`src/rtl/vsad_pkg.sv`:
```
`timescale 1ns / 1ps
// ----------------------------------------------------------------------------
// vsad_pkg
// shared widths, register indexes, correction codes and pipeline control type
// for the vernier steering angle decoder
// ----------------------------------------------------------------------------
package vsad_pkg;

    // field widths
    localparam int DUTY_W    = 14;
    localparam int CFG_W     = 15;
    localparam int CFG_IDX_W = 2;
    localparam int ANGLE_W   = 19;
    localparam int TURN_W    = 4;
    localparam int FIX_W     = 2;

    // number of register stages in the datapath
    localparam int PIPE_STAGES = 12;

    // configuration register indexes
    localparam logic [CFG_IDX_W-1:0] REG_WINDOW_LIMIT    = 2'd0;
    localparam logic [CFG_IDX_W-1:0] REG_CORRECTION_STEP = 2'd1;
    localparam logic [CFG_IDX_W-1:0] REG_ZERO_TRIM       = 2'd2;

    // configuration reset values, 0.01 degree
    localparam logic [CFG_W-1:0] WINDOW_LIMIT_RST    = 15'd7000;
    localparam logic [CFG_W-1:0] CORRECTION_STEP_RST = 15'd12710;
    localparam logic [CFG_W-1:0] ZERO_TRIM_RST       = 15'd6000;

    // window correction codes
    localparam logic [FIX_W-1:0] FIX_NONE = 2'd0;
    localparam logic [FIX_W-1:0] FIX_SUB  = 2'd1;
    localparam logic [FIX_W-1:0] FIX_ADD  = 2'd2;

    // pipeline control handed from the stage controller to the datapath
    typedef struct packed {
        logic [PIPE_STAGES-1:0] load;
        logic [PIPE_STAGES-1:0] valid;
    } pipe_ctrl_t;

endpackage

```
`src/rtl/vsad_pipe_ctrl.sv`:
```
`timescale 1ns / 1ps
// ----------------------------------------------------------------------------
// vsad_pipe_ctrl
// valid bits and per-stage load enables for the elastic datapath; a stage
// loads when it is empty or when the stage after it moves on
// ----------------------------------------------------------------------------
module vsad_pipe_ctrl
(
    input  logic                clk,
    input  logic                rst_n,
    input  logic                up_valid,
    output logic                up_ready,
    input  logic                down_ready,
    output vsad_pkg::pipe_ctrl_t ctrl
);
    import vsad_pkg::*;

    logic [PIPE_STAGES-1:0] valid_reg;
    logic [PIPE_STAGES-1:0] valid_next;
    logic [PIPE_STAGES:0]   take;

    always_comb
    begin
        take[PIPE_STAGES] = down_ready;
        for (int i = PIPE_STAGES - 1; i >= 0; i--)
        begin
            take[i] = !valid_reg[i] || take[i+1];
        end
    end

    always_comb
    begin
        valid_next[0] = take[0] ? up_valid : valid_reg[0];
        for (int i = 1; i < PIPE_STAGES; i++)
        begin
            valid_next[i] = take[i] ? valid_reg[i-1] : valid_reg[i];
        end
    end

    always_ff @(posedge clk or negedge rst_n)
    begin
        if (!rst_n)
        begin
            valid_reg <= '0;
        end
        else
        begin
            valid_reg <= valid_next;
        end
    end

    assign up_ready   = take[0];
    assign ctrl.load  = take[PIPE_STAGES-1:0];
    assign ctrl.valid = valid_reg;

endmodule

```
`config.mk`:
```
export PLATFORM = sky130hd
export DESIGN_NAME = vsad_pipe_ctrl
export DESIGN_NICKNAME = d
export VERILOG_FILES = /design/src/rtl/vsad_pkg.sv /design/src/rtl/vsad_pipe_ctrl.sv
export SDC_FILE = /design/constraint.sdc
export NUM_CORES = 1
export LEC_CHECK = 0
export BUFFER_PORTS_ARGS = -buffer_cell sky130_fd_sc_hd__clkbuf_2
export CORE_MARGIN = 2
export CORE_UTILIZATION = 41
export DETAILED_ROUTE_END_ITERATION = 7
export PLACE_DENSITY_LB_ADDON = 0.15
export RECOVER_POWER = 100
export SYNTH_ARGS = -nofsm -noshare
export SYNTH_HDL_FRONTEND = slang
export SYNTH_SLANG_ARGS = --single-unit
```
`constraint.sdc`:
```
create_clock -name clk -period 1.3 [get_ports clk]
set_input_delay 0.195 -clock clk [delete_from_list [all_inputs] [get_ports clk]]
set_output_delay 0.195 -clock clk [all_outputs]
set_load 0.1 [all_outputs]
```
==> results of run 1 <==
-- stage by stage --
| stage | hold slack, ns | setup WS, ns | instances | TNS, ns | instance area, µm² |
|---|---|---|---|---|---|
| floorplan | -0.101 | -1.43 | 44 | -9.59 | 596 |
| global placement | 0.0831 | -0.0730 | 99 | -0.538 | 1210 |
-- logic make-up after synthesis --
group / synth area share, %
AO/OA/AOI/OAI: 16.0
buffers and inverters: 6.10
AND/OR/NAND/NOR: 21.6
flip-flops: 56.3
-- synthesized netlist by cell type, drive strengths merged --
| library cell | count |
|---|---|
| a21o | 2 |
| a31o | 4 |
| a41o | 3 |
| and3 | 1 |
| and4 | 2 |
| and4b | 1 |
| buf | 4 |
| dfrtp | 12 |
| inv | 1 |
| nand2 | 2 |
| nand2b | 3 |
| nand3 | 4 |
| nand3b | 1 |
| nand4 | 3 |
| or2 | 1 |
==> results.py, run 1 <==
metrics = {
    "floorplan": {
        "die_h_um": 40.1,
        "core.rowCount": 12,
        "fp.dieW_um": 40.1,
        "ioPinCount": 29,
        "start_util_pct": 46.1,
    },
    "yosys": {
        "synth_top_cell_by_area": "dfrtp_1",
        "syn_area_per_cell_um2": 12.1,
        "postSynthCellCount": 44,
        "syn_area_um2": 533,
        "synth_seq_cells": 12,
        "synthTopCellsByArea": "dfrtp_1 56%, a31o_1 4.9%, a41o_2 4.2%",
        "yosysSeqAreaShare_pct": 56.3,
        "syn-num-nets": 48,
        "synth_cell_type_count": 20,
        "yosysWarnings": 0,
        "yosysTopAreaCellShare_pct": 56.3,
    },
    "status": {
        "stop_error": "[ERROR DPL-0038] Utilization greater than 100%, impossible to legalize",
        "status": "aborted with a tool error",
        "stop_stage": "detailed placement",
    },
    "place": {
        "gp_congestion": 0.732,
        "port_buffers": 28,
    },
}
==> inputs of run 2 (changes only) <==
Settings changed: CORE_AREA set to 2 2 63 65, CORE_MARGIN 2 to not set, CORE_UTILIZATION 41 to not set, DIE_AREA set to 0 0 65 67.
==> results.py, run 2 <==
metrics = {
    "layout": {
        "multi_input_area_um2": 236,
        "fillCellCount": 358,
        "largest_reg_flops": 12,
        "syn_to_final_growth_pct": 162,
        "layout-drive-gt1-share_pct": 83.0,
        "nNetsFinal": 105,
        "antenna_cells": 0,
        "seq_area_um2": 338,
        "mostFrequentLayoutCells": "21 x buf_4, 19 x buf_12, 9 x buf_6, 9 x dfrtp_4, 4 x clkbuf_8",
        "final_common_cell": "buf_4",
    },
    "global_route": {
        "grt-ovfl-total": 0,
        "grt_util_all_layers_pct": 8.43,
        "grt_max_degree": 13,
        "first_global_vias": 557,
        "antenna_found_initial": 0,
        "grt_pass1_wl_um": 2700,
    },
    "yosys": {
        "yosysSeqAreaShare_pct": 56.3,
        "async_flop_share_pct": 100,
        "postSynthCellCount": 44,
        "yosysMostFrequentCell": "dfrtp_1",
        "synthTopCellsByCount": "12 x dfrtp_1, 4 x nand3_1, 3 x a31o_1, 3 x nand2b_1, 3 x nand4_1",
        "synth_top_cell_by_area": "dfrtp_1",
        "yosysTopAreaCellShare_pct": 56.3,
        "synth_cell_type_count": 20,
        "synth_seq_cells": 12,
        "synth_ff_type": "dfrtp_1",
        "synthTopCellsByArea": "dfrtp_1 56%, a31o_1 4.9%, a41o_2 4.2%",
        "yosysWarnings": 0,
        "synth_edf_count": 0,
        "syn-num-nets": 48,
        "syn_area_per_cell_um2": 12.1,
        "syn_area_um2": 533,
    },
    "worst_setup_path": {
        "cp_slowest_cell": "dfrtp_4",
        "cp-start-kind": "register",
        "cp_max_fo": 4,
        "end_kind": "output pin",
        "max_stage_delay_ns": 0.47,
        "critical_path_class": "reg -> out",
        "cp.required_ns": 1.11,
        "critPathTopFamily": "flip-flops",
        "crit_arrival_ns": 1.45,
        "path_buf_inv": 2,
        "cp_cell_sequence": "and4b_2, buf_6, nand4_1, buf_12",
    },
    "job": {
        "drv_cap": 0,
    },
    "timing": {
        "worst_slack_ns": -0.348,
        "period_needed_ns": 1.65,
        "slew_viol_final": 0,
        "fmax_mhz": 607,
        "rsz0062_at_grt": "yes",
        "worst_pin_slew_ns": 0.662,
        "clock_skew_ns": 0.00373,
        "relSlewSlack_pct": 55.9,
        "min_period_over_period_pct": 127,
        "setup_violations": 23,
        "report.final.hold_viol_count": 0,
    },
    "status": {
        "status": "complete, but fails checks",
        "violations": "negative setup slack",
    },
    "power": {
        "power_uw": 2510,
        "p_leak_uw": 0.000612,
        "peakVddDrop_mv": 0.980,
        "powerDensity_nw_per_um2": 1800,
    },
    "floorplan": {
        "core.rowCount": 22,
        "core_area_um2": 3610,
        "start_util_pct": 14.8,
        "fp.dieW_um": 65,
        "dieArea_um2": 4360,
        "die_h_um": 67,
        "ioPinCount": 29,
    },
    "place": {
        "gp_congestion": 0.723,
        "hpwl_um": 1280,
        "port_buffers": 28,
        "post-place-ws_ns": -0.113,
    },
    "detailed_routing": {
        "wirelength_um": 1690,
        "ant_nets": 0,
        "drtIter0Drc": 19,
        "avgRoutedWirePerCell_um": 11.4,
        "via_count": 573,
        "vias_per_cell": 3.87,
        "first_pass_iters": 4,
        "drcViolationCount": 0,
    },
    "clocking": {
        "root_buffer": "clkbuf_8",
        "htree_levels": 1,
        "clkTransAtPathRegs_ns": 0.05,
        "clk_path_buf_depth": 2,
        "clock_latency_ns": 0.24,
        "cts.sinks": 12,
        "cts_made_buffers": 3,
        "cts_tree": "yes",
    },
    "worst_hold_path": {
        "hold_class": "in -> reg",
    },
}
## run 2: repair_timing
action | in CTS | in global routing
pin swaps | 6 | 2
endpoints found under the hold margin | 12 | 0
setup buffers | 4 | 5
hold buffers | 1 | 0
gates resized for setup | 10 | 3
setup endpoints to repair | 17 | 24
## run 2: final cells by class
class                      instances  share of cell area [%]
sequential                        12                    24.2
timing repair buffer              56                    50.0
clock buffer                       4                    3.95
inverter                           1                   0.539
tap                               48                    4.31
multi-input combinational         27                    17.0
## run 2: layer usage
layer  wire (µm)  global-route usage [%]  vias up
met3         129                    3.72        2
met2         799                    12.6       22
met5           0                       0        -
met4          32                    3.99        0
li1            -                       -      277
met1         725                    10.3      272
## run 2: final timing paths
path,endpoint,cells after the start,startpoint,slack (ns)
setup / recovery,ctrl[18],4,valid_reg[10],-0.35
hold / removal,valid_reg[0],2,up_valid,0.16
setup reg to reg,valid_reg[3],4,valid_reg[10],-0.07
hold reg to reg,valid_reg[3],1,valid_reg[2],0.51
max in group asynchronous,valid_reg[9],2,rst_n,0.31
min in group asynchronous,valid_reg[5],2,rst_n,0.50
## run 2: cell families (layout without fill, tap and decap cells)
group / after synthesis / count (layout) / synth area share (%)
flip-flops: 12 / 12 / 56.3
buffers and inverters: 5 / 61 / 6.10
AND/OR/NAND/NOR: 18 / 18 / 21.6
AO/OA/AOI/OAI: 9 / 9 / 16.0
## run 2: report_power, final
group          internal (µW)  leakage [µW]  switching [µW]  total (µW)
clock                    267     0.0000288             132         399
sequential               459      0.000123            31.3         490
combinational            598      0.000460            1030        1620
## run 2: metrics by stage
stage	area (µm²)	hold slack (ns)	setup TNS, ns	utilization (%)	instances
6_report	1390	0.162	-3.94	38.7	148
5_1_grt	1390	0.159	-4.84	38.7	148
4_1_cts	1400	0.154	-3.99	38.8	143
3_5_place_dp	1260	0.112	-0.818	35.0	134
3_3_place_gp	1260	0.101	-0.604	35.0	134
2_1_floorplan	596	-0.101	-9.59	-	44
## run 2: worst register-to-register path, cell delays in order, from the launching register on
cell and delay [ns]:
dfrtp_4 0.47, and4b_2 0.29, buf_6 0.15, buf_4 0.14, a41o_1 0.21
No activity file was read; power rests on OpenSTA's default activity.
==> inputs of run 3 (changes only) <==
Settings changed: HOLD_SLACK_MARGIN set to 0.1, MAX_ROUTING_LAYER set to met4, SETUP_SLACK_MARGIN set to 0.05.
==> results.py, run 3 (synthesized netlist as in run 2, its figures left out) <==
metrics = {
    "timing": {
        "worst_pin_slew_ns": 0.662,
        "fmax_mhz": 603,
        "min_period_over_period_pct": 128,
        "report.final.hold_viol_count": 0,
        "fin_tns_setup_ns": -4.01,
        "clock_skew_ns": 0.00223,
        "worst_slack_ns": -0.358,
        "relSlewSlack_pct": 55.8,
        "period_needed_ns": 1.66,
        "setup_violations": 23,
        "slew_viol_final": 0,
        "rsz0062_at_grt": "yes",
    },
    "detailed_routing": {
        "vias_per_cell": 3.96,
        "first_pass_iters": 4,
        "drtIter0Drc": 12,
        "drcViolationCount": 0,
        "via_count": 586,
        "avgRoutedWirePerCell_um": 11.8,
        "ant_nets": 0,
        "wirelength_um": 1750,
    },
    "place": {
        "post-place-ws_ns": -0.113,
        "placed_area_um2": 1260,
        "dp_cells": 134,
        "port_buffers": 28,
        "hpwl_um": 1280,
        "gp_congestion": 0.732,
    },
    "worst_setup_path": {
        "cp_max_fo": 4,
        "crit_arrival_ns": 1.46,
        "cp.required_ns": 1.11,
        "critical_path_class": "reg -> out",
        "end_kind": "output pin",
        "max_stage_delay_ns": 0.47,
        "cp_cell_sequence": "and4b_2, buf_6, nand4_1, buf_12",
        "rrSetupSlack_ns": -0.07,
        "cp-start-kind": "register",
        "cp_slowest_cell": "dfrtp_4",
    },
    "clocking": {
        "cts_made_buffers": 3,
        "htree_levels": 1,
        "clk_path_buf_depth": 2,
        "cts_tree": "yes",
        "cts.sinks": 12,
        "clkTransAtPathRegs_ns": 0.05,
        "clock_latency_ns": 0.24,
        "root_buffer": "clkbuf_8",
    },
    "layout": {
        "antenna_cells": 0,
        "syn_to_final_growth_pct": 162,
        "final_cells": 148,
        "nNetsFinal": 105,
        "stdcell_area_um2": 1400,
        "mostFrequentLayoutCells": "17 x buf_12, 17 x buf_4, 14 x buf_6, 9 x dfrtp_4, 4 x clkbuf_8",
        "largest_reg_flops": 12,
        "layout-drive-gt1-share_pct": 83.0,
    },
    "power": {
        "peakVddDrop_mv": 1.01,
        "p_leak_uw": 0.000611,
        "powerDensity_nw_per_um2": 1800,
    },
    "floorplan": {
        "die_h_um": 67,
        "fp.dieW_um": 65,
        "start_util_pct": 14.8,
        "core.rowCount": 22,
        "core_area_um2": 3610,
        "ioPinCount": 29,
        "dieArea_um2": 4360,
    },
    "global_route": {
        "antenna_found_initial": 0,
        "grt_util_all_layers_pct": 8.73,
        "first_global_vias": 563,
        "grt-ovfl-total": 0,
        "grt_max_degree": 13,
        "grt_pass1_wl_um": 2730,
    },
    "worst_hold_path": {
        "hold_class": "in -> reg",
    },
    "status": {
        "violations": "negative setup slack",
        "status": "complete, but fails checks",
    },
    "job": {
        "drv_cap": 0,
    },
}
run 3: cell counts in the layout (fill, tap and decap cells not counted):
Identical to the previous run, type by type.
run 3: area by class of cell:
cell class	instances	area, µm²
clock buffers	4	55.1
fillers	359	2210
inverters	1	7.51
multi-input cells	27	236
flip-flops and latches	12	338
well taps	48	60.1
repair buffers	56	698
run 3: metrics by stage:
step / power (µW) / utilization (%) / hold slack [ns]
floorplan: 1440 / - / -0.101
global placement: 2060 / 35.0 / 0.101
detailed placement: 2050 / 35.0 / 0.112
CTS: 2560 / 38.9 / 0.154
global route: 2600 / 38.7 / 0.159
finish: 2510 / 38.7 / 0.160
run 3: final timing paths:
kind                                    start            to  depth (start not counted)
worst min-delay path                 up_valid  valid_reg[0]                          2
worst max register to register  valid_reg[10]  valid_reg[3]                          4
worst max-delay path            valid_reg[10]      ctrl[18]                          4
max in group asynchronous               rst_n  valid_reg[9]                          2
worst min register to register   valid_reg[2]  valid_reg[3]                          1
min in group asynchronous               rst_n  valid_reg[5]                          2
run 3: timing repair:
action / in CTS / in global routing
setup buffers: 4 / 5
hold buffers: 1 / 0
pin swaps: 6 / 2
resized for setup: 11 / 6
setup endpoints to repair: 19 / 27
endpoints found under the hold margin: 12 / 0
run 3: metal layers:
layer,wire length (µm),vias to the layer above,global-route usage (%)
li1,-,280,-
met1,741,281,10.5
met2,836,23,12.6
met3,137,2,3.72
met4,32,0,3.99
met5,0,-,-
run 3: worst max-delay path: cells and delay by family, from the launching register on:
family	cells	cell delay (ns)
buffers and inverters	2	0.33
flip-flops	1	0.47
AND/OR/NAND/NOR	2	0.43
run 3: where the power goes:
group	leakage [µW]	switching, µW	internal (µW)	total (µW)
combinational	0.000459	1020	592	1620
clock	0.0000288	132	267	399
sequential	0.000123	35.4	459	495
==> inputs of run 4 (changes only) <==
Settings changed: ABC_AREA set to 1.
==> results.py, run 4 <==
metrics = {
    "clocking": {
        "cts_tree": "yes",
        "clk_path_buf_depth": 2,
        "cts.sinks": 12,
        "cts_made_buffers": 3,
        "root_buffer": "clkbuf_8",
        "htree_levels": 1,
        "clkTransAtPathRegs_ns": 0.05,
        "clock_latency_ns": 0.24,
    },
    "yosys": {
        "synth_top_family_by_area": "simple AND/OR/NAND/NOR gates",
        "synth_mux_area_share_pct": 0,
        "synthTopCellsByCount": "15 x inv_1, 13 x nand2_1, 12 x dfrtp_1",
        "synth_edf_count": 0,
        "yosysTopAreaCellShare_pct": 56.6,
        "postSynthCellCount": 52,
        "synthXorXnorAreaFrac_pct": 0,
        "syn-num-nets": 56,
        "async_flop_share_pct": 100,
        "synth_compound_area_share_pct": 0,
        "synth_cell_type_count": 12,
        "syn_area_per_cell_um2": 10.2,
        "synth_top_cell_by_area": "dfrtp_1",
        "synthTopCellsByArea": "dfrtp_1 57%, inv_1 11%, nand2_1 9.2%",
        "synth_seq_cells": 12,
        "yosysWarnings": 0,
        "synth-adder-area-share_pct": 0,
        "yosysSeqAreaShare_pct": 56.6,
        "syn_area_um2": 531,
        "yosys.area_share.simple_pct": 31.4,
        "synth_ff_type": "dfrtp_1",
        "yosysMostFrequentCell": "inv_1",
    },
    "timing": {
        "fmax_mhz": 558,
        "period_needed_ns": 1.79,
        "relSlewSlack_pct": 55.5,
        "rsz0062_at_grt": "yes",
        "worst_pin_slew_ns": 0.667,
        "holdWs_ns": 0.135,
        "setup_violations": 15,
        "report.final.hold_viol_count": 0,
        "min_period_over_period_pct": 138,
        "slew_viol_final": 0,
        "worst_slack_ns": -0.492,
        "clock_skew_ns": 0.00105,
    },
    "status": {
        "violations": "negative setup slack",
        "status": "complete, but fails checks",
    },
    "worst_setup_path": {
        "r2r_cells": 7,
        "rrSetupSlack_ns": -0.01,
        "end_kind": "output pin",
        "crit_arrival_ns": 1.60,
        "cpMostUsedCell": "nand4_4",
        "critPathTopFamily": "simple AND/OR/NAND/NOR gates",
        "path_buf_inv": 1,
        "reg2reg_to": "valid_reg[4]",
        "cp_max_fo": 5,
        "max_stage_delay_ns": 0.42,
        "worst-path-stages": 6,
        "critical_path_class": "reg -> out",
        "cp_cell_sequence": "nand4_4, nor3_4, nand4_4, nor2_4, nand4_4, buf_12",
        "cp-start-kind": "register",
        "cp_slowest_cell": "dfrtp_4",
        "cp.required_ns": 1.11,
        "timing.rr.start": "valid_reg[9]",
    },
    "layout": {
        "fillCellCount": 360,
        "layout-drive-gt1-share_pct": 65.0,
        "largest_reg_flops": 12,
        "antenna_cells": 0,
        "stdcell_area_um2": 1380,
        "nNetsFinal": 108,
        "mostFrequentLayoutCells": "26 x buf_12, 14 x inv_1, 14 x buf_4, 11 x nand2_1, 8 x dfrtp_1",
        "syn_to_final_growth_pct": 161,
        "final_common_cell": "buf_12",
    },
    "power": {
        "p_leak_uw": 0.000672,
        "power_uw": 3480,
        "peakVddDrop_mv": 0.842,
        "powerDensity_nw_per_um2": 2510,
    },
    "floorplan": {
        "dieArea_um2": 4360,
        "core_area_um2": 3610,
        "ioPinCount": 29,
        "start_util_pct": 14.7,
        "fp.dieW_um": 65,
        "die_h_um": 67,
        "core.rowCount": 22,
    },
    "place": {
        "hpwl_um": 1220,
        "placed_area_um2": 1230,
        "port_buffers": 28,
        "gp_congestion": 0.719,
    },
    "global_route": {
        "grt_max_degree": 13,
        "grt-ovfl-total": 0,
        "antenna_found_initial": 0,
        "first_global_vias": 534,
        "grt_pass1_wl_um": 2470,
        "grt_util_all_layers_pct": 7.99,
    },
    "worst_hold_path": {
        "holdCritStartpoint": "up_valid",
        "min_to": "valid_reg[0]",
        "hold_class": "in -> reg",
        "hold_depth": 3,
    },
    "detailed_routing": {
        "first_pass_iters": 2,
        "drcViolationCount": 0,
        "avgRoutedWirePerCell_um": 9.89,
        "via_count": 524,
        "vias_per_cell": 3.47,
        "ant_nets": 0,
        "drtIter0Drc": 6,
        "wirelength_um": 1490,
    },
    "job": {
        "drv_cap": 0,
    },
}
-- run 4: cell count changes in the layout (fill, tap and decap cells not counted), moves of 6 or more --
cell,change
buf_6,-11
inv_1,+14
nand2_1,+11
buf_12,+9
dfrtp_1,+8
dfrtp_4,-6
-- run 4: worst register-to-register path: stages, from the launching register on --
cell     delay (ns)
dfrtp_4        0.42
nand4_4        0.12
nor3_4         0.17
nand4_4        0.12
buf_4          0.16
buf_6          0.10
buf_6          0.11
nand2_1        0.05
-- run 4: area by class of cell --
class                   count  area, µm²  area share [%]
clock buffers               4       55.1            3.98
multi-input cells          24        213            15.4
flip-flops and latches     12        313            22.6
well taps                  48       60.1            4.34
inverters                  15       56.3            4.07
repair buffers             48        687            49.6
-- run 4: repair_timing --
action	4_1_cts	5_1_grt
gates resized for setup	7	6
buffers inserted	2	3
endpoints found under the setup margin	17	22
pin swaps	0	1
hold buffers	1	0
endpoints found under the hold margin	12	0
-- run 4: worst max-delay path by stage --
stage / to / from / slack (ns)
3_3_place_gp: up_ready / valid_reg[10] / -0.23
3_5_place_dp: up_ready / valid_reg[9] / -0.24
5_1_grt: up_ready / valid_reg[9] / -0.59
6_report: up_ready / valid_reg[9] / -0.49
2_1_floorplan: ctrl[12] / valid_reg[11] / -1.79
4_1_cts: up_ready / valid_reg[9] / -0.52
-- run 4: cells by family (layout without fill, tap and decap cells) --
logic type             after synthesis  count (layout)
buffers and inverters               16              67
flip-flops                          12              12
AND/OR/NAND/NOR                     24              24
-- run 4: report_power, final --
part	internal [µW]	switching, µW
combinational	926	1600
sequential	454	86.2
clock	268	142
total	1650	1830
-- run 4: per-layer routing --
metal / wire [µm] / track usage [%]
met5: 0 / -
met3: 110 / 3.04
met1: 582 / 8.43
met2: 783 / 12.8
met4: 17 / 4.79
-- run 4: metrics by stage --
| step | utilization, % | instances | setup slack, ns | TNS, ns |
|---|---|---|---|---|
| 2_1_floorplan | - | 52 | -1.79 | -24.53 |
| 3_3_place_gp | 34.0 | 141 | -0.228 | -1.39 |
| 3_5_place_dp | 34.0 | 141 | -0.245 | -1.50 |
| 4_1_cts | 37.1 | 148 | -0.521 | -4.31 |
| 5_1_grt | 38.4 | 151 | -0.588 | -5.87 |
| 6_report | 38.4 | 151 | -0.492 | -4.60 |
